[src/sv/csc_pkg.sv]
`timescale 1ns / 1ps
`default_nettype none
// ----------------------------------------------------------------------------
// csc_pkg: shared types and constants of the counter-mode stream cipher
// Widths, state encodings and the control/status bundles between the top
// level and the keystream generator.
// ----------------------------------------------------------------------------
package csc_pkg;

    // block geometry
    localparam int BLOCK_BYTES_DEF = 16;
    localparam int MIX_ROUNDS_DEF  = 6;
    localparam int MAX_BLOCK       = 16;
    localparam int POS_W           = 4;
    localparam int KEY_W           = 8 * MAX_BLOCK;
    localparam int CTR_W           = 8 * MAX_BLOCK;
    localparam int KLEN_W          = 5;

    // ports
    localparam int CFG_IDX_W  = 3;
    localparam int CFG_DATA_W = 64;
    localparam int S_DATA_W   = 8;
    localparam int M_DATA_W   = 136;

    // configuration register indexes
    typedef enum logic [CFG_IDX_W-1:0] {
        CFG_KEY_LOW,
        CFG_KEY_HIGH,
        CFG_KEY_LENGTH,
        CFG_IV_HIGH,
        CFG_IV_LOW,
        CFG_ENCRYPT_MODE
    } cfg_index_t;

    // top-level request sequencer
    typedef enum logic [1:0] {
        ST_IDLE,
        ST_KEYGEN,
        ST_EMIT
    } ctl_state_t;

    // keystream generator sequencer
    typedef enum logic [1:0] {
        KG_IDLE,
        KG_LOAD,
        KG_MIX
    } kg_state_t;

    typedef struct packed {
        logic start;
        logic advance;
    } kg_ctrl_t;

    typedef struct packed {
        logic       done;
        logic [7:0] ks_byte;
    } kg_stat_t;

endpackage
`default_nettype wire

[src/sv/csc_keygen.sv]
`timescale 1ns / 1ps
`default_nettype none
// ----------------------------------------------------------------------------
// csc_keygen: byte-serial keystream generator
// One shared byte mix unit steps over the keystream line once per cycle:
// a load pass (counter XOR key) followed by MIX_ROUNDS mix passes. The line
// is a rotating shift register; its head is the next keystream byte.
// ----------------------------------------------------------------------------
module csc_keygen #(
    parameter int BLOCK_BYTES = csc_pkg::BLOCK_BYTES_DEF,
    parameter int MIX_ROUNDS  = csc_pkg::MIX_ROUNDS_DEF
) (
    input  logic                        aclk,
    input  logic                        aresetn,
    input  csc_pkg::kg_ctrl_t           ctrl,
    input  logic [csc_pkg::KEY_W-1:0]   key,
    input  logic [csc_pkg::KLEN_W-1:0]  key_len,
    input  logic [csc_pkg::CTR_W-1:0]   ctr,
    output csc_pkg::kg_stat_t           stat
);
    import csc_pkg::*;

    localparam int RND_W = (MIX_ROUNDS > 1) ? $clog2(MIX_ROUNDS) : 1;
    localparam logic [POS_W-1:0] LAST_STEP = POS_W'(BLOCK_BYTES - 1);
    localparam logic [RND_W-1:0] LAST_RND  = RND_W'(MIX_ROUNDS - 1);

    kg_state_t        state_reg, state_next;
    logic [POS_W-1:0] step_reg, step_next;
    logic [RND_W-1:0] rnd_reg, rnd_next;
    logic [POS_W-1:0] kidx_reg, kidx_next;
    logic [POS_W-1:0] rkidx_reg, rkidx_next;
    logic [7:0]       cs_reg, cs_next;
    logic [7:0]       ks_reg [BLOCK_BYTES];

    logic             shift_en;
    logic [7:0]       shift_in;
    logic             done;
    logic             last_step;
    logic [7:0]       kbyte;
    logic [7:0]       cbyte;
    logic [7:0]       load_v;
    logic [7:0]       mix_s;

    function automatic logic [7:0] rotl3(input logic [7:0] v);
        return {v[4:0], v[7:5]};
    endfunction

    function automatic logic [7:0] rotl1(input logic [7:0] v);
        return {v[6:0], v[7]};
    endfunction

    // advance a key index, wrapping at the key length
    function automatic logic [POS_W-1:0] key_wrap(input logic [POS_W-1:0] k,
                                                  input logic [KLEN_W-1:0] len);
        logic [KLEN_W-1:0] inc;
        inc = {1'b0, k} + KLEN_W'(1);
        return (inc == len) ? '0 : inc[POS_W-1:0];
    endfunction

    // operand selection: key byte by index, counter byte 0 in the top bits
    assign last_step = (step_reg == LAST_STEP);
    assign kbyte     = key[{kidx_reg, 3'b000} +: 8];
    assign cbyte     = ctr[{~step_reg, 3'b000} +: 8];
    assign load_v    = cbyte ^ kbyte;
    assign mix_s     = rotl3(ks_reg[0] ^ cs_reg) + kbyte;

    // next state
    always_comb begin
        state_next = state_reg;
        unique case (state_reg)
            KG_IDLE: begin
                if (ctrl.start) begin
                    state_next = KG_LOAD;
                end
            end
            KG_LOAD: begin
                if (last_step) begin
                    state_next = KG_MIX;
                end
            end
            KG_MIX: begin
                if (last_step && (rnd_reg == LAST_RND)) begin
                    state_next = KG_IDLE;
                end
            end
            default: state_next = KG_IDLE;
        endcase
    end

    // step the shared mix unit
    always_comb begin
        step_next  = step_reg;
        rnd_next   = rnd_reg;
        kidx_next  = kidx_reg;
        rkidx_next = rkidx_reg;
        cs_next    = cs_reg;
        shift_en   = 1'b0;
        shift_in   = ks_reg[0];
        done       = 1'b0;
        unique case (state_reg)
            KG_IDLE: begin
                if (ctrl.start) begin
                    step_next  = '0;
                    rnd_next   = '0;
                    kidx_next  = '0;
                    rkidx_next = '0;
                    cs_next    = '0;
                end else if (ctrl.advance) begin
                    shift_en = 1'b1;
                end
            end
            KG_LOAD: begin
                shift_en  = 1'b1;
                shift_in  = load_v;
                cs_next   = cs_reg ^ load_v;
                step_next = step_reg + POS_W'(1);
                kidx_next = key_wrap(kidx_reg, key_len);
                if (last_step) begin
                    step_next = '0;
                    kidx_next = '0;
                end
            end
            KG_MIX: begin
                shift_en  = 1'b1;
                shift_in  = mix_s;
                cs_next   = rotl1(cs_reg ^ mix_s);
                step_next = step_reg + POS_W'(1);
                kidx_next = key_wrap(kidx_reg, key_len);
                if (last_step) begin
                    step_next  = '0;
                    rkidx_next = key_wrap(rkidx_reg, key_len);
                    kidx_next  = key_wrap(rkidx_reg, key_len);
                    rnd_next   = rnd_reg + RND_W'(1);
                    done       = (rnd_reg == LAST_RND);
                end
            end
            default: begin
                step_next = '0;
            end
        endcase
    end

    // sequencer registers
    always_ff @(posedge aclk) begin
        if (!aresetn) begin
            state_reg <= KG_IDLE;
            step_reg  <= '0;
            rnd_reg   <= '0;
            kidx_reg  <= '0;
            rkidx_reg <= '0;
            cs_reg    <= '0;
        end else begin
            state_reg <= state_next;
            step_reg  <= step_next;
            rnd_reg   <= rnd_next;
            kidx_reg  <= kidx_next;
            rkidx_reg <= rkidx_next;
            cs_reg    <= cs_next;
        end
    end

    // rotate the keystream line
    always_ff @(posedge aclk) begin
        if (shift_en) begin
            for (int j = 0; j < BLOCK_BYTES - 1; j++) begin
                ks_reg[j] <= ks_reg[j+1];
            end
            ks_reg[BLOCK_BYTES-1] <= shift_in;
        end
    end

    assign stat.done    = done;
    assign stat.ks_byte = ks_reg[0];

endmodule
`default_nettype wire

[src/sv/ctr_stream_cipher_with_xor_tag.sv]
`timescale 1ns / 1ps
`default_nettype none
// ----------------------------------------------------------------------------
// ctr_stream_cipher_with_xor_tag: counter-mode byte stream cipher with tag
// Encrypts or decrypts one byte per request and folds a positional XOR tag.
// ----------------------------------------------------------------------------
// One byte request is taken at a time. A byte at the start of a block or of
// a message first waits for the byte-serial keystream generator, which handles
// one key byte per cycle through one load pass and MIX_ROUNDS mix passes.
// Every byte is accepted, then emitted into the output register. A request is
// accepted while an earlier result still waits in the output register. The tag
// fields read as zero except on the result for the last byte, flagged by
// m_tuser. Configuration must be written only between requests; the block does
// not enforce this. The IV is picked up at a message start.
module ctr_stream_cipher_with_xor_tag #(
    parameter int BLOCK_BYTES = csc_pkg::BLOCK_BYTES_DEF,
    parameter int MIX_ROUNDS  = csc_pkg::MIX_ROUNDS_DEF
) (
    input  logic                            aclk,
    input  logic                            aresetn,
    // configuration writes
    input  logic                            cfg_wr_en,
    input  logic [csc_pkg::CFG_IDX_W-1:0]   cfg_index,
    input  logic [csc_pkg::CFG_DATA_W-1:0]  cfg_data,
    // input stream
    input  logic                            s_tvalid,
    output logic                            s_tready,
    input  logic [csc_pkg::S_DATA_W-1:0]    s_tdata,   // [7:0] data_byte
    input  logic                            s_tlast,   // last_byte
    // result stream
    output logic                            m_tvalid,
    input  logic                            m_tready,
    output logic [csc_pkg::M_DATA_W-1:0]    m_tdata,   // [7:0] out_byte,
                                                       // [71:8] tag_high,
                                                       // [135:72] tag_low
    output logic                            m_tuser    // tag_valid
);
    import csc_pkg::*;

    localparam int CNT_W = 8 * BLOCK_BYTES;
    localparam logic [POS_W:0]    BLOCK_LEN   = (POS_W+1)'(BLOCK_BYTES);
    localparam logic [KLEN_W-1:0] KEY_LEN_MAX = KLEN_W'(MAX_BLOCK);

    // configuration registers
    logic [63:0]       key_low_reg;
    logic [63:0]       key_high_reg;
    logic [KLEN_W-1:0] key_len_reg;
    logic [63:0]       iv_high_reg;
    logic [63:0]       iv_low_reg;
    logic              enc_reg;

    // request state
    ctl_state_t        state_reg, state_next;
    logic [7:0]        data_reg;
    logic              last_reg;
    logic [CTR_W-1:0]  ctr_reg;
    logic [7:0]        tag_reg [MAX_BLOCK];
    logic [POS_W-1:0]  pos_reg;
    logic              msg_start_reg;

    // output register
    logic              m_valid_reg;
    logic [M_DATA_W-1:0] m_data_reg;
    logic              m_user_reg;

    logic              in_fire;
    logic              out_free;
    logic              emit_fire;
    logic              need_ks;
    logic              block_end;
    logic [KLEN_W-1:0] key_len_eff;
    logic [7:0]        out_byte;
    logic [7:0]        tag_in;
    logic [7:0]        tag_upd [MAX_BLOCK];
    logic [63:0]       tag_high;
    logic [63:0]       tag_low;
    logic [CTR_W-1:0]  ctr_inc;
    kg_ctrl_t          kg_ctrl;
    kg_stat_t          kg_stat;

    // keystream generator
    csc_keygen #(
        .BLOCK_BYTES (BLOCK_BYTES),
        .MIX_ROUNDS  (MIX_ROUNDS)
    ) u_keygen (
        .aclk    (aclk),
        .aresetn (aresetn),
        .ctrl    (kg_ctrl),
        .key     ({key_high_reg, key_low_reg}),
        .key_len (key_len_eff),
        .ctr     (ctr_reg),
        .stat    (kg_stat)
    );

    // out-of-range key lengths act as a full-length key
    assign key_len_eff = ((key_len_reg == '0) || (key_len_reg > KEY_LEN_MAX))
                         ? KEY_LEN_MAX : key_len_reg;

    assign in_fire   = s_tvalid && s_tready;
    assign out_free  = !m_valid_reg || m_tready;
    assign need_ks   = msg_start_reg || (pos_reg == '0);
    assign block_end = (({1'b0, pos_reg} + (POS_W+1)'(1)) >= BLOCK_LEN) || last_reg;

    // data path for the byte being emitted
    assign out_byte = data_reg ^ kg_stat.ks_byte;
    assign tag_in   = enc_reg ? out_byte : data_reg;

    always_comb begin
        for (int k = 0; k < MAX_BLOCK; k++) begin
            tag_upd[k] = tag_reg[k] ^ ((pos_reg == POS_W'(k)) ? tag_in : 8'h00);
        end
        for (int k = 0; k < 8; k++) begin
            tag_high[8*(7-k) +: 8] = tag_upd[k];
            tag_low[8*(7-k) +: 8]  = tag_upd[k+8];
        end
    end

    // big-endian increment over the bytes in use
    always_comb begin
        ctr_inc = ctr_reg;
        ctr_inc[CTR_W-1 -: CNT_W] = ctr_reg[CTR_W-1 -: CNT_W] + CNT_W'(1);
    end

    // next state
    always_comb begin
        state_next = state_reg;
        unique case (state_reg)
            ST_IDLE: begin
                if (in_fire) begin
                    state_next = need_ks ? ST_KEYGEN : ST_EMIT;
                end
            end
            ST_KEYGEN: begin
                if (kg_stat.done) begin
                    state_next = ST_EMIT;
                end
            end
            ST_EMIT: begin
                if (out_free) begin
                    state_next = ST_IDLE;
                end
            end
            default: state_next = ST_IDLE;
        endcase
    end

    // sequencer outputs
    always_comb begin
        s_tready        = 1'b0;
        emit_fire       = 1'b0;
        kg_ctrl.start   = 1'b0;
        kg_ctrl.advance = 1'b0;
        unique case (state_reg)
            ST_IDLE: begin
                s_tready      = 1'b1;
                kg_ctrl.start = s_tvalid && need_ks;
            end
            ST_KEYGEN: begin
                s_tready = 1'b0;
            end
            ST_EMIT: begin
                emit_fire       = out_free;
                kg_ctrl.advance = out_free;
            end
            default: begin
                s_tready = 1'b0;
            end
        endcase
    end

    // configuration writes
    always_ff @(posedge aclk) begin
        if (!aresetn) begin
            key_low_reg  <= '0;
            key_high_reg <= '0;
            key_len_reg  <= KEY_LEN_MAX;
            iv_high_reg  <= '0;
            iv_low_reg   <= '0;
            enc_reg      <= 1'b1;
        end else if (cfg_wr_en) begin
            unique case (cfg_index)
                CFG_KEY_LOW:      key_low_reg  <= cfg_data;
                CFG_KEY_HIGH:     key_high_reg <= cfg_data;
                CFG_KEY_LENGTH:   key_len_reg  <= cfg_data[KLEN_W-1:0];
                CFG_IV_HIGH:      iv_high_reg  <= cfg_data;
                CFG_IV_LOW:       iv_low_reg   <= cfg_data;
                CFG_ENCRYPT_MODE: enc_reg      <= cfg_data[0];
                default:          ;
            endcase
        end
    end

    // control state
    always_ff @(posedge aclk) begin
        if (!aresetn) begin
            state_reg     <= ST_IDLE;
            pos_reg       <= '0;
            msg_start_reg <= 1'b1;
            m_valid_reg   <= 1'b0;
        end else begin
            state_reg <= state_next;
            if (in_fire && msg_start_reg) begin
                pos_reg       <= '0;
                msg_start_reg <= 1'b0;
            end
            if (emit_fire) begin
                pos_reg     <= block_end ? '0 : pos_reg + POS_W'(1);
                m_valid_reg <= 1'b1;
                if (last_reg) begin
                    msg_start_reg <= 1'b1;
                end
            end else if (m_tready) begin
                m_valid_reg <= 1'b0;
            end
        end
    end

    // payload: request byte, counter, tag and result
    always_ff @(posedge aclk) begin
        if (in_fire) begin
            data_reg <= s_tdata;
            last_reg <= s_tlast;
            if (msg_start_reg) begin
                ctr_reg <= {iv_high_reg, iv_low_reg};
                for (int k = 0; k < MAX_BLOCK; k++) begin
                    tag_reg[k] <= 8'h00;
                end
            end
        end
        if (emit_fire) begin
            for (int k = 0; k < MAX_BLOCK; k++) begin
                tag_reg[k] <= tag_upd[k];
            end
            if (block_end) begin
                ctr_reg <= ctr_inc;
            end
            m_data_reg <= last_reg ? {tag_low, tag_high, out_byte}
                                   : {128'h0, out_byte};
            m_user_reg <= last_reg;
        end
    end

    assign m_tvalid = m_valid_reg;
    assign m_tdata  = m_data_reg;
    assign m_tuser  = m_user_reg;

endmodule
`default_nettype wire

[config.mk]
export PLATFORM = sky130hd
export DESIGN_NAME = ctr_stream_cipher_with_xor_tag
export DESIGN_NICKNAME = d
export VERILOG_FILES = /design/src/sv/csc_pkg.sv /design/src/sv/csc_keygen.sv /design/src/sv/ctr_stream_cipher_with_xor_tag.sv
export SDC_FILE = /design/constraint.sdc
export NUM_CORES = 2
export LEC_CHECK = 0
export BUFFER_PORTS_ARGS = -buffer_cell sky130_fd_sc_hd__clkbuf_2
export CAP_MARGIN = 20
export CORE_MARGIN = 4
export CORE_UTILIZATION = 40
export CTS_CLUSTER_DIAMETER = 60
export CTS_CLUSTER_SIZE = 20
export DETAILED_ROUTE_END_ITERATION = 10
export GPL_ROUTABILITY_DRIVEN = 0
export PLACE_DENSITY_LB_ADDON = 0.12
export SKIP_LAST_GASP = 1
export SLEW_MARGIN = 10
export SYNTH_ARGS = -nofsm -noshare
export SYNTH_HDL_FRONTEND = slang
export SYNTH_HIERARCHICAL = 1
export SYNTH_SLANG_ARGS = --single-unit
[constraint.sdc]
create_clock -name aclk -period 11.1 [get_ports aclk]
set_input_delay 0.555 -clock aclk [delete_from_list [all_inputs] [get_ports aclk]]
set_output_delay 0.555 -clock aclk [all_outputs]
set_load 0.03 [all_outputs]
==> Yosys cells after proc, flatten, opt, wreduce, memory -nomap -nowiden <==
Memories as Yosys holds them, arrays and structs flattened.
Cells that the tools add are included.
{ "op_classes": {"magnitude_cmp": 2, "reduce_logical": 29, "shift": 2, "bitwise": 38, "n_mux": 85, "n_addsub": 8, "eq_ne": 35} }
{ "op_table": {"columns": ["operator", "count"], "rows": [
  ["two-way mux 128 bit", 4],
  ["two-way mux 8 bit", 34],
  ["indexed part select 128 x 8 -> 8 bit", 2],
  ["XOR 8 bit", 21],
  ["adder 128 x 1 -> 128 bit (second input constant)", 1],
  ["two-way mux 4 bit", 10],
  ["== test 4 bit (second input constant)", 9],
  ["case mux 8 bit (3 select lines)", 1],
  ["two-way mux 1 bit", 18],
  ["== test 4 x 3 -> 1 bit (second input constant)", 4],
  ["bitwise OR 1 bit", 16],
  ["case mux 4 bit (2 select lines)", 2],
  ["case mux 8 bit (2 select lines)", 1],
  ["adder 4 x 1 -> 5 bit (second input constant)", 3],
  ["two-way mux 2 bit", 7],
  ["AND reduction 2 bit", 7],
  ["case mux 2 bit (3 select lines)", 2],
  ["case mux 4 bit (3 select lines)", 1],
  ["== test 5 bit", 2],
  ["== test 3 bit (second input constant)", 3],
  ["AND reduction 3 bit", 3],
  ["adder 4 x 1 -> 4 bit (second input constant)", 2],
  ["adder 8 bit", 1],
  ["== test 4 x 2 -> 1 bit (second input constant)", 2],
  ["25 further kinds", 43]
]} }
{ "totals": {"regBits": 569, "mem_bits_rw": 256, "output_inout_bits": 139, "memories": 2} }
{ "memory_table": {"columns": ["name", "depth", "width", "rd", "rd_clocked_by_memory_dff", "write_ports", "line_no", "text"], "rows": [
  ["tag_reg", 16, 8, 16, 0, 16, "ctr_stream_cipher_with_xor_tag.sv:57", "logic [7:0] tag_reg [MAX_BLOCK];"],
  ["u_keygen.ks_reg", 16, 8, 16, 0, 16, "csc_keygen.sv:33", "logic [7:0] ks_reg [BLOCK_BYTES];"]
]} }

==> Longest topological paths before layout <==
{ "depth": {"ltp_word": 8, "depth_mapped": 13, "ltp_nobuf": 11} }

==> Cells and area by module <==
The synthesis kept the hierarchy.
{ "by_module_without_submodules": {"columns": ["module", "seq_area_each_um2", "instances", "area_per_inst_um2", "cells_each"], "rows": [
  ["ctr_stream_cipher_with_xor_tag", 16195.5, 1, 28885.2, 3191],
  ["csc_keygen", 4344.2, 1, 8171.6, 541]
]} }

==> Worst setup path before layout <==
OpenSTA, ideal clock, no wires.
{ "synth_timing": {"path_kind": "in2reg", "start": "in m_tready", "end": "mem u_keygen.ks_reg[0][0] (enable)", "path_slack_ns": 1.391, "stages": 5, "setup_ns": 0.616, "arrival_ns": 9.093, "cell_sequence": "nand2b_1 nand2_1 inv_1 a21oi_1 nor2_1"} }
{ "synth_rtl": {"columns": ["item", "line_no", "text"], "rows": [
  ["start, declared", "ctr_stream_cipher_with_xor_tag.sv:32", "input logic m_tready,"],
  ["end, declared", "csc_keygen.sv:33", null]
]} }

==> summary.md <==
| Metric | Value |
|---|---|
| Most frequent cell after synthesis | `nand2_1` |
| Max FFs per register | `136` |
| Worst-Margin Slew | `~1.2 ns` |
| Count of final setup violators | `0` |
| #FFs+latches synth | `825` |
| Input/output buffers | `219` |
| Vias after detailed routing | `28,800` |
| Top cell type's share of synthesized area | `0.326` |
| Post-CTS Setup Repair Bufs | `0` |
| Ranking of synthesized cells by area | `edfxtp_1 (33%), dfxtp_1 (23%), nand2_1 (8.2%)` |
| Layout cell share with drive strength beyond 1 | `0.137` |
| Setup TNS | `0 ns` |
| Die Area | `between 0.09 and 0.1 mm²` |
| Leak | `14.4 nW` |
| Area after DPL | `0.0392 mm²` |
| Worst slack, placed | `6.84 ns` |
| Crit. End Element | `register` |
| Synth-to-layout area growth | `13.3%` |
| Initial antenna violation count | `0` |
| Slew HR | `0.221` |
| Synth Cell Area | `0.0371 mm²` |
| Synth Net Count | `3,836` |
| Routed wire length | `120,000 µm` |
| Status | `finished, final reports clean` |
| Total chip power | `approximately 7.2 mW` |
| # clock sinks | `825` |
| Register area share after synthesis | `0.554` |
| Max-cap violations | `0` |
| Longest Clk Path Bufs | `3` |
| Yosys warns | `6` |
| Largest net degree at the start of global routing | `125` |
| Initial Utilization | `0.404` |
| Core area | `about 0.092 mm²` |
| Unrepaired setup endpoints after global routing | `no` |
| Clock Tree Root | `clkbuf_16` |
| Routed WL per cell | `23.4 µm` |
| Min Tclk post-route | `about 4.2 ns` |
| Slack of the critical path | `approximately 7 ns` |
| Data arrival, critical path | `around 4.5 ns` |
| Synth Instances | `3,732` |
| Chip width | `between 300 and 400 µm` |
| Cts hold-fix bufs | `0` |
| GRT overflow | `0` |
| Die height | `312 µm` |
| Skew-Pair Late Insertion Delay | `0.67 ns` |
| H-Tree Depth | `3` |
| Fin. max-slew vios | `0` |
| Drt via density | `about 5.6` |
| Period utilization | `0.374` |
| HP Class | `primary input to register` |
| Leading area contributor after synthesis | `edfxtp_1` |
| Fillers | `8,804` |
| CTS buffer count | `between 70 and 80` |
| Final instance area | `0.0420 mm²` |
| Mean Syn Cell Area | `9.93 µm²` |
| DR pass1 iterations | `5` |
| Fmax | `0.241 GHz` |
| Crit Path Category | `register to register` |
| Maximum vdd drop | `0.125 mV` |
| Fraction of registers with async set/reset | `0` |
| Worst path required time | `11.47 ns` |
| Pwr/cell area | `170 mW/mm²` |
| All-Layer GR Usage | `0.240` |
| Post-cts resize count | `0` |
| Crit path max fanout | `19` |
| Residual DRC count | `0` |
| CP Launch Type | `register` |
| Boundary Pins | `220` |
| Core Util, Final | `0.457` |
| Rows | `roughly 110` |
| Commonest cells in the netlist | `nand2_1 (807), nor2_1 (438), dfxtp_1 (423)` |
| Routed Antenna Nets | `0` |
| Library cells used by synthesis | `79` |
| Clock Skews | `0.0348 ns` |
| Diodes inserted | `0` |
| EDFF count, synth | `between 400 and 500` |
| Hold Vio Cnt, Final | `0` |
| Vias in the first global route | `26,800` |
| Nets | `3,931` |
| Final HPWL DP | `around 81,000 µm` |
| TritonCTS clock tree | `yes` |
| Clock-pin transition on the worst setup and hold timing paths | `around 0.08 ns` |
| Register area | `0.0205 mm²` |
| DRT iter0 DRCs | `2,780` |
| Top FF cell, synth | `dfxtp_1` |
| First-pass GRT wire length | `between 150,000 and 200,000 µm` |
| Area of the multi-input gates | `0.0156 mm²` |
-- cell type report --
class / instances / area share
Sequential cell: 825 / 0.489
Timing Repair Buffer: 257 / 0.0331
Tap cell: 1243 / 0.0370
Inverter: 36 / 0.00352
Multi-Input combinational cell: 2629 / 0.370
Clock inverter: 58 / 0.0173
Clock buffer: 88 / 0.0493
-- kinds of logic after synthesis --
group                      share of synthesized area
and+or+nand+nor                                0.206
DFF                                            0.554
AOI/OAI and AO/OA                              0.101
buffers and inverters                         0.0309
xor gates and xnor gates                      0.0451
muxes                                         0.0541
adders and majority gates                    0.00797
-- worst paths after layout --
kind,from,to,slack (ns),cells past startpoint
worst max-delay path,u_keygen/kidx_reg[0],u_keygen/ks_reg[1][63],6.95,11
worst min-delay path,s_tdata[1],data_reg[1],0.08,1
worst max register to register,u_keygen/kidx_reg[0],u_keygen/ks_reg[1][63],6.95,11
worst min register to register,u_keygen/ks_reg[0][29],u_keygen/ks_reg[0][21],0.42,0
-- layout by cell type (no fill, tap or decap), types with 48 or more instances in the layout --
cell       synthesis  layout
nand3_1           97      95
nand2_1          807     804
clkbuf_16          0      80
dfxtp_1          423     421
nor3_1            70      68
nor4_1            48      48
mux4_2            59      59
nand4_1           63      63
nor2_1           438     435
xor2_1           165     165
edfxtp_1         402     402
clkbuf_2           3     220
a21oi_1          308     308
-- metal layers --
layer,track usage,part of all wire
met4,0.114,0.051
met2,0.357,0.44
met3,0.0502,0.081
met1,0.335,0.43
met5,0,0
-- per-stage QoR --
stage          cells  hold WS, ns
3_3_place_gp    4989        0.400
2_1_floorplan   3732        0.400
3_5_place_dp    4989        0.405
5_1_grt         5136       0.0331
4_1_cts         5135       0.0236
6_report        5136       0.0776
-- report_power, final --
part           internal (mW)  switching [mW]
Sequential              3.41           0.196
Clock                   1.54            1.37
Combinational          0.208           0.421
-- worst max-delay path, cell delays in order (launching register included) --
cell,delay [ns]
dfxtp_2,0.70
buf_4,0.43
mux4_1,0.58
mux4_2,0.55
ha_1,0.32
a211oi_1,0.21
o21bai_1,0.12
or3_1,0.31
a31oi_1,0.23
xnor2_1,0.13
a21oi_1,0.17
a21oi_1,0.09
Note: power is estimated with default switching activity, not from simulation.
